**config.mk**
```make
export PLATFORM = sky130hd
export DESIGN_NAME = percent_escape_decoder_core_flat
export DESIGN_NICKNAME = d
export VERILOG_FILES = /design/src/hdl/ped_pkg.sv /design/src/hdl/ped_if.sv /design/src/hdl/ped_front.sv /design/src/hdl/ped_queue.sv /design/src/hdl/ped_back.sv /design/src/hdl/percent_escape_decoder_core.sv /design/src/flat_wrapper.sv
export SDC_FILE = /design/constraint.sdc
export NUM_CORES = 1
export LEC_CHECK = 0
export ABC_CLOCK_PERIOD_IN_PS = 7300
export BUFFER_PORTS_ARGS = -buffer_cell sky130_fd_sc_hd__buf_2
export CAP_MARGIN = 0
export CELL_PAD_IN_SITES_DETAIL_PLACEMENT = 0
export CELL_PAD_IN_SITES_GLOBAL_PLACEMENT = 1
export CORE_UTILIZATION = 50
export DETAILED_ROUTE_END_ITERATION = 10
export HOLD_SLACK_MARGIN = 0.06
export PLACE_DENSITY_LB_ADDON = 0.1
export SLEW_MARGIN = 5
export SYNTH_ARGS = -nofsm -noshare
export SYNTH_HDL_FRONTEND = slang
export SYNTH_SLANG_ARGS = --single-unit
```
**constraint.sdc**
```tcl
create_clock -name clk -period 7.3 [get_ports clk]
set_clock_uncertainty 0.15 [all_clocks]
set_input_delay 1.095 -clock clk [delete_from_list [all_inputs] [get_ports clk]]
set_output_delay 1.095 -clock clk [all_outputs]
set_load 0.05 [all_outputs]
```
**src/hdl/ped_pkg.sv**
```systemverilog
`timescale 1ns / 1ps
// ----------------------------------------------------------------------------
// ped_pkg
// Shared types, character codes and hex helpers for the percent-escape
// decoder.
// ----------------------------------------------------------------------------
package ped_pkg;

    localparam logic [7:0] CH_PLUS    = 8'h2B;
    localparam logic [7:0] CH_PERCENT = 8'h25;
    localparam logic [7:0] CH_SPACE   = 8'h20;
    localparam logic [7:0] CH_ZERO    = 8'h30;
    localparam logic [7:0] CH_NINE    = 8'h39;
    localparam logic [7:0] CH_LOW_A   = 8'h61;
    localparam logic [7:0] CH_LOW_F   = 8'h66;
    localparam logic [7:0] CH_UP_A    = 8'h41;
    localparam logic [7:0] CH_UP_F    = 8'h46;
    localparam logic [3:0] HEX_TEN    = 4'd10;

    localparam int unsigned MAX_RESULTS = 3;

    // Escape phase; the unused code behaves as idle
    typedef enum logic [1:0] {
        PH_IDLE  = 2'd0,
        PH_PCT   = 2'd1,
        PH_DIGIT = 2'd2
    } phase_t;

    // Up to three result bytes caused by one input byte
    typedef struct packed {
        logic [MAX_RESULTS-1:0][7:0] data;
        logic [1:0]                  count;
        logic                        last;
    } bundle_t;

    function automatic logic is_hex(input logic [7:0] c);
        return ((c >= CH_ZERO)  && (c <= CH_NINE))  ||
               ((c >= CH_LOW_A) && (c <= CH_LOW_F)) ||
               ((c >= CH_UP_A)  && (c <= CH_UP_F));
    endfunction

    function automatic logic [3:0] hex_value(input logic [7:0] c);
        logic [7:0] d;
        d = 8'd0;
        if ((c >= CH_ZERO) && (c <= CH_NINE))
            d = c - CH_ZERO;
        else if ((c >= CH_LOW_A) && (c <= CH_LOW_F))
            d = c - CH_LOW_A + {4'd0, HEX_TEN};
        else if ((c >= CH_UP_A) && (c <= CH_UP_F))
            d = c - CH_UP_A + {4'd0, HEX_TEN};
        return d[3:0];
    endfunction

endpackage

```
**src/hdl/ped_if.sv**
```systemverilog
`timescale 1ns / 1ps
// ----------------------------------------------------------------------------
// ped_if
// Valid/ready channels for raw input bytes and decoded result bytes.
// ----------------------------------------------------------------------------
interface ped_in_if;
    logic       valid;
    logic       ready;
    logic [7:0] in_byte;
    logic       last_byte;

    modport source (output valid, output in_byte, output last_byte, input ready);
    modport sink   (input valid, input in_byte, input last_byte, output ready);
endinterface

interface ped_out_if;
    logic       valid;
    logic       ready;
    logic [7:0] out_byte;
    logic       run_end;
    logic       message_end;

    modport source (output valid, output out_byte, output run_end, output message_end,
                    input ready);
    modport sink   (input valid, input out_byte, input run_end, input message_end,
                    output ready);
endinterface

```
**src/hdl/ped_front.sv**
```systemverilog
`timescale 1ns / 1ps
// ----------------------------------------------------------------------------
// ped_front
// Accepts raw bytes, tracks the escape phase and builds the bundle of
// result bytes that each input byte causes.
// ----------------------------------------------------------------------------
module ped_front
    import ped_pkg::*;
(
    input  logic    clk,
    input  logic    rst_n,
    ped_in_if.sink  in_ch,
    input  logic    q_full,
    output logic    q_push,
    output bundle_t q_data
);

    phase_t     phase_reg, phase_next;
    logic [7:0] held_reg, held_next;

    logic [7:0] c;
    logic       last;
    logic       c_hex;
    logic       accept;
    logic       plain_emit;
    logic [7:0] plain_val;
    bundle_t    bundle;

    assign c      = in_ch.in_byte;
    assign last   = in_ch.last_byte;
    assign c_hex  = is_hex(c);
    assign in_ch.ready = !q_full;
    assign accept = in_ch.valid && in_ch.ready;

    // Classify the byte as handled from the idle phase
    always_comb
    begin
        plain_emit = 1'b1;
        plain_val  = c;
        if (c == CH_PLUS)
            plain_val = CH_SPACE;
        else if ((c == CH_PERCENT) && !last)
            plain_emit = 1'b0;
    end

    // Next escape phase and held digit; a percent that is handled as a plain
    // byte and is not last opens a new escape
    always_comb
    begin
        phase_next = PH_IDLE;
        held_next  = held_reg;
        unique case (phase_reg)
            PH_PCT:
            begin
                if (c_hex && !last)
                begin
                    held_next  = c;
                    phase_next = PH_DIGIT;
                end
                else if (!plain_emit)
                begin
                    phase_next = PH_PCT;
                end
            end
            PH_DIGIT:
            begin
                held_next = 8'd0;
                if (!plain_emit)
                    phase_next = PH_PCT;
            end
            default:
            begin
                if (!plain_emit)
                    phase_next = PH_PCT;
            end
        endcase
        if (last)
        begin
            phase_next = PH_IDLE;
            held_next  = 8'd0;
        end
    end

    // Result bundle for this byte
    always_comb
    begin
        bundle      = '0;
        bundle.last = last;
        unique case (phase_reg)
            PH_PCT:
            begin
                if (!(c_hex && !last))
                begin
                    bundle.data[0] = CH_PERCENT;
                    if (c_hex)
                    begin
                        bundle.data[1] = c;
                        bundle.count   = 2'd2;
                    end
                    else
                    begin
                        bundle.data[1] = plain_val;
                        bundle.count   = plain_emit ? 2'd2 : 2'd1;
                    end
                end
            end
            PH_DIGIT:
            begin
                if (c_hex)
                begin
                    bundle.data[0] = {hex_value(held_reg), hex_value(c)};
                    bundle.count   = 2'd1;
                end
                else
                begin
                    bundle.data[0] = CH_PERCENT;
                    bundle.data[1] = held_reg;
                    bundle.data[2] = plain_val;
                    bundle.count   = plain_emit ? 2'd3 : 2'd2;
                end
            end
            default:
            begin
                bundle.data[0] = plain_val;
                bundle.count   = plain_emit ? 2'd1 : 2'd0;
            end
        endcase
    end

    // Queue only bytes that cause results
    assign q_push = accept && (bundle.count != 2'd0);
    assign q_data = bundle;

    // Advance the escape state on each transfer
    always_ff @(posedge clk or negedge rst_n)
    begin
        if (!rst_n)
        begin
            phase_reg <= PH_IDLE;
            held_reg  <= 8'd0;
        end
        else if (accept)
        begin
            phase_reg <= phase_next;
            held_reg  <= held_next;
        end
    end

endmodule

```
**src/hdl/ped_queue.sv**
```systemverilog
`timescale 1ns / 1ps
// ----------------------------------------------------------------------------
// ped_queue
// Small FIFO of result bundles between the front and back parts.
// ----------------------------------------------------------------------------
module ped_queue
    import ped_pkg::*;
#(
    parameter int unsigned DEPTH = 4
)
(
    input  logic    clk,
    input  logic    rst_n,
    input  logic    push,
    input  bundle_t push_data,
    input  logic    pop,
    output logic    full,
    output logic    empty,
    output bundle_t head
);

    localparam int unsigned AW = (DEPTH > 1) ? $clog2(DEPTH) : 1;
    localparam int unsigned CW = $clog2(DEPTH + 1);
    localparam logic [AW-1:0] LAST_ADDR = AW'(DEPTH - 1);
    localparam logic [CW-1:0] FULL_CNT  = CW'(DEPTH);

    bundle_t       mem [DEPTH];
    logic [AW-1:0] wr_ptr_reg, wr_ptr_next;
    logic [AW-1:0] rd_ptr_reg, rd_ptr_next;
    logic [CW-1:0] cnt_reg, cnt_next;
    logic          do_push;
    logic          do_pop;

    assign full    = (cnt_reg == FULL_CNT);
    assign empty   = (cnt_reg == '0);
    assign do_push = push && !full;
    assign do_pop  = pop && !empty;
    assign head    = mem[rd_ptr_reg];

    // Pointer and fill count updates
    always_comb
    begin
        wr_ptr_next = wr_ptr_reg;
        rd_ptr_next = rd_ptr_reg;
        cnt_next    = cnt_reg;
        if (do_push)
            wr_ptr_next = (wr_ptr_reg == LAST_ADDR) ? '0 : wr_ptr_reg + 1'b1;
        if (do_pop)
            rd_ptr_next = (rd_ptr_reg == LAST_ADDR) ? '0 : rd_ptr_reg + 1'b1;
        if (do_push && !do_pop)
            cnt_next = cnt_reg + 1'b1;
        else if (do_pop && !do_push)
            cnt_next = cnt_reg - 1'b1;
    end

    always_ff @(posedge clk or negedge rst_n)
    begin
        if (!rst_n)
        begin
            wr_ptr_reg <= '0;
            rd_ptr_reg <= '0;
            cnt_reg    <= '0;
        end
        else
        begin
            wr_ptr_reg <= wr_ptr_next;
            rd_ptr_reg <= rd_ptr_next;
            cnt_reg    <= cnt_next;
        end
    end

    // Store bundles
    always_ff @(posedge clk)
    begin
        if (do_push)
            mem[wr_ptr_reg] <= push_data;
    end

endmodule

```
**src/hdl/ped_back.sv**
```systemverilog
`timescale 1ns / 1ps
// ----------------------------------------------------------------------------
// ped_back
// Serializes queued bundles into single result bytes through an output
// register, one byte per cycle while bundles are queued and the output is ready.
// ----------------------------------------------------------------------------
module ped_back
    import ped_pkg::*;
(
    input  logic     clk,
    input  logic     rst_n,
    input  logic     q_empty,
    input  bundle_t  q_head,
    output logic     q_pop,
    ped_out_if.source out_ch
);

    logic [1:0] idx_reg, idx_next;
    logic       valid_reg, valid_next;
    logic [7:0] byte_reg;
    logic       run_end_reg;
    logic       msg_end_reg;
    logic       load;
    logic       fin;
    logic [7:0] sel_byte;

    assign load = (!valid_reg || out_ch.ready) && !q_empty;
    assign fin  = (idx_reg == (q_head.count - 2'd1));

    // Pick the current byte of the head bundle
    always_comb
    begin
        case (idx_reg)
            2'd1:    sel_byte = q_head.data[1];
            2'd2:    sel_byte = q_head.data[2];
            default: sel_byte = q_head.data[0];
        endcase
    end

    assign q_pop = load && fin;

    // Advance the byte index and output valid
    always_comb
    begin
        idx_next   = idx_reg;
        valid_next = valid_reg;
        if (load)
        begin
            idx_next   = fin ? 2'd0 : idx_reg + 2'd1;
            valid_next = 1'b1;
        end
        else if (out_ch.ready)
        begin
            valid_next = 1'b0;
        end
    end

    always_ff @(posedge clk or negedge rst_n)
    begin
        if (!rst_n)
        begin
            idx_reg   <= 2'd0;
            valid_reg <= 1'b0;
        end
        else
        begin
            idx_reg   <= idx_next;
            valid_reg <= valid_next;
        end
    end

    // Hold the payload until the transfer
    always_ff @(posedge clk)
    begin
        if (load)
        begin
            byte_reg    <= sel_byte;
            run_end_reg <= fin;
            msg_end_reg <= fin && q_head.last;
        end
    end

    assign out_ch.valid       = valid_reg;
    assign out_ch.out_byte    = byte_reg;
    assign out_ch.run_end     = run_end_reg;
    assign out_ch.message_end = msg_end_reg;

endmodule

```
**src/hdl/percent_escape_decoder_core.sv**
```systemverilog
`timescale 1ns / 1ps
// Each result byte passes through the bundle queue and then the output
// register of the back part. The front takes one input byte per cycle
// while the bundle queue is not full; the back part emits one result byte
// per cycle while the output is ready, so a byte causing two or three
// results holds it for each of them while the queue absorbs the input side.
// Reset: clears the escape phase, held digit, queue and output valid.
// ----------------------------------------------------------------------------
// percent_escape_decoder_core
// Streaming URL percent decoder: front classifier, bundle queue and
// serializing back part.
// ----------------------------------------------------------------------------
module percent_escape_decoder_core
    import ped_pkg::*;
#(
    parameter int unsigned QUEUE_DEPTH = 4
)
(
    input  logic      clk,
    input  logic      rst_n,
    ped_in_if.sink    in_ch,
    ped_out_if.source out_ch
);

    logic    q_push;
    logic    q_pop;
    logic    q_full;
    logic    q_empty;
    bundle_t q_wdata;
    bundle_t q_head;

    // Classify input bytes
    ped_front u_front
    (
        .clk    (clk),
        .rst_n  (rst_n),
        .in_ch  (in_ch),
        .q_full (q_full),
        .q_push (q_push),
        .q_data (q_wdata)
    );

    // Decouple front and back
    ped_queue #(.DEPTH(QUEUE_DEPTH)) u_queue
    (
        .clk       (clk),
        .rst_n     (rst_n),
        .push      (q_push),
        .push_data (q_wdata),
        .pop       (q_pop),
        .full      (q_full),
        .empty     (q_empty),
        .head      (q_head)
    );

    // Emit result bytes
    ped_back u_back
    (
        .clk     (clk),
        .rst_n   (rst_n),
        .q_empty (q_empty),
        .q_head  (q_head),
        .q_pop   (q_pop),
        .out_ch  (out_ch)
    );

endmodule

```
**src/flat_wrapper.sv**
```systemverilog
// flat-port wrapper written by rule: the top's interface ports become plain ports
module percent_escape_decoder_core_flat import ped_pkg::*;
#(
    parameter int unsigned QUEUE_DEPTH = 4
)
  (clk, rst_n, in_ch_valid, in_ch_in_byte, in_ch_last_byte, in_ch_ready, out_ch_valid, out_ch_out_byte, out_ch_run_end, out_ch_message_end, out_ch_ready);
  ped_in_if in_ch_i ();
  ped_out_if out_ch_i ();
  input  logic clk;
  input  logic rst_n;
  input wire logic [$bits(in_ch_i.valid)-1:0] in_ch_valid;
  input wire logic [$bits(in_ch_i.in_byte)-1:0] in_ch_in_byte;
  input wire logic [$bits(in_ch_i.last_byte)-1:0] in_ch_last_byte;
  output wire logic [$bits(in_ch_i.ready)-1:0] in_ch_ready;
  output wire logic [$bits(out_ch_i.valid)-1:0] out_ch_valid;
  output wire logic [$bits(out_ch_i.out_byte)-1:0] out_ch_out_byte;
  output wire logic [$bits(out_ch_i.run_end)-1:0] out_ch_run_end;
  output wire logic [$bits(out_ch_i.message_end)-1:0] out_ch_message_end;
  input wire logic [$bits(out_ch_i.ready)-1:0] out_ch_ready;
  assign in_ch_i.valid = in_ch_valid;
  assign in_ch_i.in_byte = in_ch_in_byte;
  assign in_ch_i.last_byte = in_ch_last_byte;
  assign in_ch_ready = in_ch_i.ready;
  assign out_ch_valid = out_ch_i.valid;
  assign out_ch_out_byte = out_ch_i.out_byte;
  assign out_ch_run_end = out_ch_i.run_end;
  assign out_ch_message_end = out_ch_i.message_end;
  assign out_ch_i.ready = out_ch_ready;
  percent_escape_decoder_core #(.QUEUE_DEPTH(QUEUE_DEPTH)) u_core (.clk(clk), .rst_n(rst_n), .in_ch(in_ch_i), .out_ch(out_ch_i));
endmodule
```
Yosys cells after proc, flatten, opt, wreduce, memory -nomap -nowiden
Memory sizes are Yosys's and may differ from the RTL's.
Cells that the tools add are included.
{"block": "totals", "regBits": 30, "ramBits": 108, "in_bits": 13, "output_inout_bits": 12, "elab_cells": 119, "mem_count": 1}
{"name": "u_core.u_queue.mem", "depth": 4, "word_bits": 27, "read_ports": 1, "rd_clocked_by_memory_dff": 0, "write_ports": 1, "line_no": "ped_queue.sv:27", "source": "bundle_t mem [DEPTH];"}
{"block": "op_classes", "addsub": 16, "order_cmp": 12, "eq_ne": 11, "mux": 37, "reduce_logical": 32}
{"operator": "8-bit case mux with 2 select lines", "n": 3}
{"operator": "8-bit 2-to-1 mux", "n": 5}
{"operator": "8-bit by 7-bit >= comparator with 1-bit output, second input constant", "n": 4}
{"operator": "8-bit by 7-bit less-or-equal comparator with 1-bit output, second input constant", "n": 4}
{"operator": "4-bit 2-to-1 mux", "n": 6}
{"operator": "4-bit by 1-bit subtractor with 4-bit output, second input constant", "n": 6}
{"operator": "10-bit case mux with 2 select lines", "n": 1}
{"operator": "18-bit 2-to-1 mux", "n": 1}
{"operator": "1-bit logical AND", "n": 17}
{"operator": "4-bit adder, second input constant", "n": 4}
{"operator": "8-bit by 6-bit equality test with 1-bit output, second input constant", "n": 2}
{"operator": "8-bit by 6-bit >= comparator with 1-bit output, second input constant", "n": 2}
{"operator": "8-bit by 6-bit less-or-equal comparator with 1-bit output, second input constant", "n": 2}
{"operator": "16-bit 2-to-1 mux", "n": 1}
{"operator": "2-bit 2-to-1 mux", "n": 8}
{"operator": "10-bit 2-to-1 mux", "n": 1}
{"operator": "1-bit 2-to-1 mux", "n": 9}
{"operator": "2-bit equality test, second input constant", "n": 4}
{"operator": "2-bit by 1-bit adder with 2-bit output, second input constant", "n": 3}
{"operator": "1-bit zero test", "n": 6}
{"operator": "3-bit 2-to-1 mux", "n": 2}
{"operator": "2-bit nonzero test", "n": 3}
{"operator": "2-bit by 1-bit equality test with 1-bit output, second input constant", "n": 2}
{"operator": "3-bit by 1-bit adder with 3-bit output, second input constant", "n": 1}
{"operator": "9 further kinds", "n": 11}

Depth between registers and ports, before layout
{"block": "depth", "depth_word": 15, "mapped_depth": 12, "ltp_nobuf": 12}

Cells and area by module
A second synthesis with hierarchy kept.
{"block": "unflattened", "hier_cells": 383, "area_unflattened_um2": 6251.0}
{"module": "ped_queue", "instances": 1, "cells_per_inst": 178, "area_each_um2": 4352.9, "seq_area_each_um2": 3418.3}
{"module": "ped_front", "instances": 1, "cells_per_inst": 148, "area_each_um2": 1257.5, "seq_area_each_um2": 250.2}
{"module": "ped_back", "instances": 1, "cells_per_inst": 57, "area_each_um2": 640.6, "seq_area_each_um2": 375.4}

Worst setup path before layout
No wires, ideal clock.
{"block": "synth_timing", "path_type": "input to register", "startpoint": "in in_ch_in_byte[1]", "endpoint": "reg u_core.u_queue.cnt_reg[2]", "arrival_ps": 3364, "required_ps": 7071, "setup_slack_ps": 3706, "cell_stages": 12, "n_path_buf": 0, "path_cell_list": "inv_1 ha_1 or3b_2 nand4_2 o211a_1 o31a_4 ha_1 inv_1 fa_1 xor2_1 nor2_1 xor2_1"}
{"block": "synth_via", "elab_chain_cells": 14}
{"element": "start, declared", "line_no": "flat_wrapper.sv:12", "source": "input wire logic [$bits(in_ch_i.in_byte)-1:0] in_ch_in_byte;"}
{"element": "branches (longest 7 deep; another with 8-bit by 6-bit >= comparator with 1-bit output)"}
{"element": "10-bit case mux with 2 select lines *", "line_no": "ped_front.sv:89", "source": "unique case (phase_reg)"}
{"element": "2-bit nonzero test *", "line_no": "ped_front.sv:131", "source": "assign q_push = accept && (bundle.count != 2'd0);"}
{"element": "1-bit logical AND *", "line_no": "ped_front.sv:131"}
{"element": "1-bit logical AND *", "line_no": "ped_queue.sv:36", "source": "assign do_push = push && !full;"}
{"element": "named net u_core.u_queue.do_push", "line_no": "ped_queue.sv:31", "source": "logic do_push;"}
{"element": "1-bit zero test", "line_no": "ped_queue.sv:52", "source": "else if (do_pop && !do_push)"}
{"element": "1-bit logical AND", "line_no": "ped_queue.sv:52"}
{"element": "2-bit nonzero test (no line)"}
{"element": "end signal, assigned", "line_no": "ped_queue.sv:68", "source": "cnt_reg <= cnt_next;"}
{"element": "end, declared", "line_no": "ped_queue.sv:30", "source": "logic [CW-1:0] cnt_reg, cnt_next;"}
Mark *: on every way through the listed nets, which the timed path passes.
A chain may end at the register's enable or synchronous reset.

Worst setup path in the final report
Ends and elaborated chain as after synthesis.

==> qor.csv <==
metric,value,unit
htree_levels,4,
finalMaxSlewViolations,0,
drt_pass1_iterations,4,
cp_num_buf_inv,3,
start_kind,input port,
critical_path.startpoint,in_ch_in_byte[1],
hold_buffers,0,
cts_tree,done,
netlist_area,6110,um2
finalCriticalPeriod,3.95,ns
regToRegEndpoint,u_core.u_queue.cnt_reg[1]$_DFFE_PN0P_,
n_antenna_cell,0,
vias_per_cell,5.81,
grt_pass1_vias,3331,
ff2ff_setup_slack,3.62,ns
syn_avg_cell_area,16.2,um2
arrival,4.13,ns
vias,3299,
drt_iter0_markers,161,
status,"finished, final reports clean",
synth_flop_cell,edfxtp_1,
yosys.area_share.simple,0.0688,
p_sw,848,uW
finalWorstSetupSlack,3.35,ns
synthCells,377,
cts_buffers,17,
p_sw_frac,0.316,
routed_wire_length_per_instance,20.7,um
dieArea,12700,um2
num_rows,40,
muxShareOfSynthArea,0.119,
crit_path_end,u_core.u_queue.cnt_reg[2]$_DFFE_PN0P_,
layout-drive-gt1-share,0.242,
fin_util,0.577,
endpoint_kind,flop,
pwr-share-clk,0.288,
timing.hold.ws,0.350,ns
die_y,113,um
synth-edff-count,118,
place_congestion,0.800,
rsz0062_at_grt,false,
cts_setup_buffers,0,
cp_cell_sequence,buf_2 -> inv_1 -> ha_1 -> or3b_2 -> nand4_2 -> and3_1 -> o31a_4 -> ha_1 -> inv_1 -> fa_1 -> xor2_1 -> nor2_1 -> xor2_1,
criticalPathCategory,input port to flop,
fp.dieW,113,um
cts_resized,0,
synth_compound_area_frac,0.0790,
finalPower,2680,uW
clkSinkCount,138,
cp_slowest_cell,and3_1,
worst-r2r-cell-count,9,
post-dp-hpwl,7400,um
required,7.48,ns
drc,0,
internal_power,1830,uW
root_buffer,clkbuf_16,
hold_violations,0,
critPathMaxStageDelay,0.58,ns
initial_core_util,0.511,
synth_top_family_by_area,multiplexers,
clockBufferDepth,2,
relSlewSlack,0.348,
largest_register_ffs,108,
ioPinCount,25,
hp-class,flop to flop,
grt_overflow,0,
peakVddDrop,0.000158,V
cp_top_family,simple AND/OR/NAND/NOR gates,
core,12000,um2
grt_pass1_wl,18900,um
synth-seq-area-share,0.662,
synthToLayoutAreaGrowth,13.0,%
fin_crit_sh,0.541,
antenna_found_initial,0,
grt_max_degree,31,
yosys.area_share.adder,0.0381,
ys_ff_latch,138,
routed_wl,11700,um
dpl_worst_slack,2.94,ns
synthArstFlopShare,0.145,
path_max_fanout,20,
finalSetupTns,0,ns
synthesis.nets,408,
synth_xor_area_frac,0.0100,
clkLatencyLatePin,0.41,ns
power.density,388,nW/um2
port_buffers,24,
p_seq_frac,0.429,
path_depth,13,
setup_viol,0,
drtAntennaViolNets,0,
max_cap_violations,0,
yosysUniqueCellTypes,51,
leakage,0.00251,uW
grtUsageTotal,0.206,
yosysWarnings,0,
reg2reg_from,u_core.u_queue.rd_ptr_reg[0]$_DFFE_PN0P_,
clk_pin_slew,0.06,ns
comb_power_share,0.283,
tightest_slew,0.978,ns
max_freq,253,MHz
nets,439,
[worst min-delay path by stage]
stage | start | end | slack [ns] | depth (start not counted)
detailed placement | u_core.u_back.out_ch.valid$_DFFE_PN0P_ | u_core.u_back.out_ch.valid$_DFFE_PN0P_ | 0.34 | 2
finish | u_core.u_back.out_ch.valid$_DFFE_PN0P_ | u_core.u_back.out_ch.valid$_DFFE_PN0P_ | 0.35 | 2
floorplan | u_core.u_front.phase_reg[1]$_DFFE_PN0P_ | u_core.u_front.phase_reg[1]$_DFFE_PN0P_ | 0.33 | 2
global route | u_core.u_back.out_ch.valid$_DFFE_PN0P_ | u_core.u_back.out_ch.valid$_DFFE_PN0P_ | 0.37 | 2
global placement | u_core.u_back.out_ch.valid$_DFFE_PN0P_ | u_core.u_back.out_ch.valid$_DFFE_PN0P_ | 0.33 | 2
CTS | u_core.u_back.out_ch.valid$_DFFE_PN0P_ | u_core.u_back.out_ch.valid$_DFFE_PN0P_ | 0.35 | 2
[power by group through the flow]
stage / combinational, uW / clock, uW / sequential (uW)
3_3_place_gp: 769 / 0 / 1160
4_1_cts: 773 / 786 / 1160
5_1_grt: 823 / 819 / 1180
3_5_place_dp: 772 / 0 / 1170
2_1_floorplan: 523 / 0 / 1220
6_report: 759 / 773 / 1150
[per-stage QoR]
step / instances / cell area, um2
6_report: 568 / 6900
5_1_grt: 568 / 6900
4_1_cts: 568 / 6900
3_5_place_dp: 536 / 6370
3_3_place_gp: 536 / 6370
2_1_floorplan: 377 / 6110
[cells in the mapped netlist, types with 5 or more instances]
| cell | n | area, um2 |
|---|---|---|
| and2_1 | 11 | 68.8 |
| a22o_1 | 7 | 61.3 |
| o21ai_0 | 17 | 85.1 |
| ha_1 | 17 | 213 |
| and3_1 | 5 | 31.3 |
| dfrtp_1 | 20 | 500 |
| xnor2_1 | 5 | 43.8 |
| nor2b_1 | 5 | 31.3 |
| buf_2 | 6 | 30.0 |
| clkbuf_1 | 8 | 30.0 |
| a21oi_1 | 8 | 40.0 |
| nand2_1 | 24 | 90.1 |
| a22oi_1 | 13 | 97.6 |
| mux4_2 | 27 | 608 |
| inv_1 | 15 | 56.3 |
| edfxtp_1 | 118 | 3540 |
| nor2_1 | 17 | 63.8 |
[layout make-up]
| type | instances | area (um2) |
|---|---|---|
| flip-flops and latches | 138 | 4050 |
| multi-input cells | 207 | 1920 |
| clock buffers | 18 | 429 |
| inverters | 15 | 56.3 |
| well taps | 147 | 184 |
| clock inverters | 14 | 108 |
| fillers | 935 | 5060 |
| repair buffers | 29 | 158 |
[placed cells by master (no fill, tap or decap), types with 2 or more instances in the layout]
cell type,netlist,routed
buf_4,0,5
a32oi_1,3,3
a22oi_1,13,13
nand3_1,2,2
a21oi_1,8,8
xor2_1,2,2
dfrtp_1,20,19
nand2_1,24,24
clkinv_1,0,3
clkinv_2,0,4
or3b_2,2,2
and3_1,5,5
nor2_1,17,17
mux4_2,27,27
o21ai_0,17,17
mux2_2,3,3
inv_1,15,15
buf_2,6,24
ha_1,17,17
and2_1,11,11
mux2_4,4,4
a311oi_1,2,2
o21bai_1,4,4
a22o_1,7,7
edfxtp_1,118,118
nor2b_1,5,5
nand4_1,2,2
xnor2_1,5,5
nand2b_1,3,3
o31ai_1,2,2
clkbuf_16,0,17
a32o_1,2,2
clkinvlp_4,0,5
[layer usage]
layer	share of wire	up-vias	wire length (um)	track usage
li1	-	1534	-	-
met1	0.47	1660	5470	0.286
met2	0.48	93	5660	0.319
met3	0.039	12	453	0.0389
met4	0.014	0	162	0.0924
met5	0	-	0	0
[cell families (layout without fill, tap and decap cells)]
group | Yosys count | count (layout)
fa+ha+maj | 18 | 18
compound gates | 67 | 67
xor+xnor | 7 | 7
simple gates | 79 | 79
mux | 36 | 36
flops | 138 | 138
buf+inv | 32 | 76
[tightest hold or removal path: cells and delay by family (launching register included)]
family | cells | cell delay (ns)
flops | 1 | 0.34
simple gates | 2 | 0.13
(Power assumes the default switching activity.)
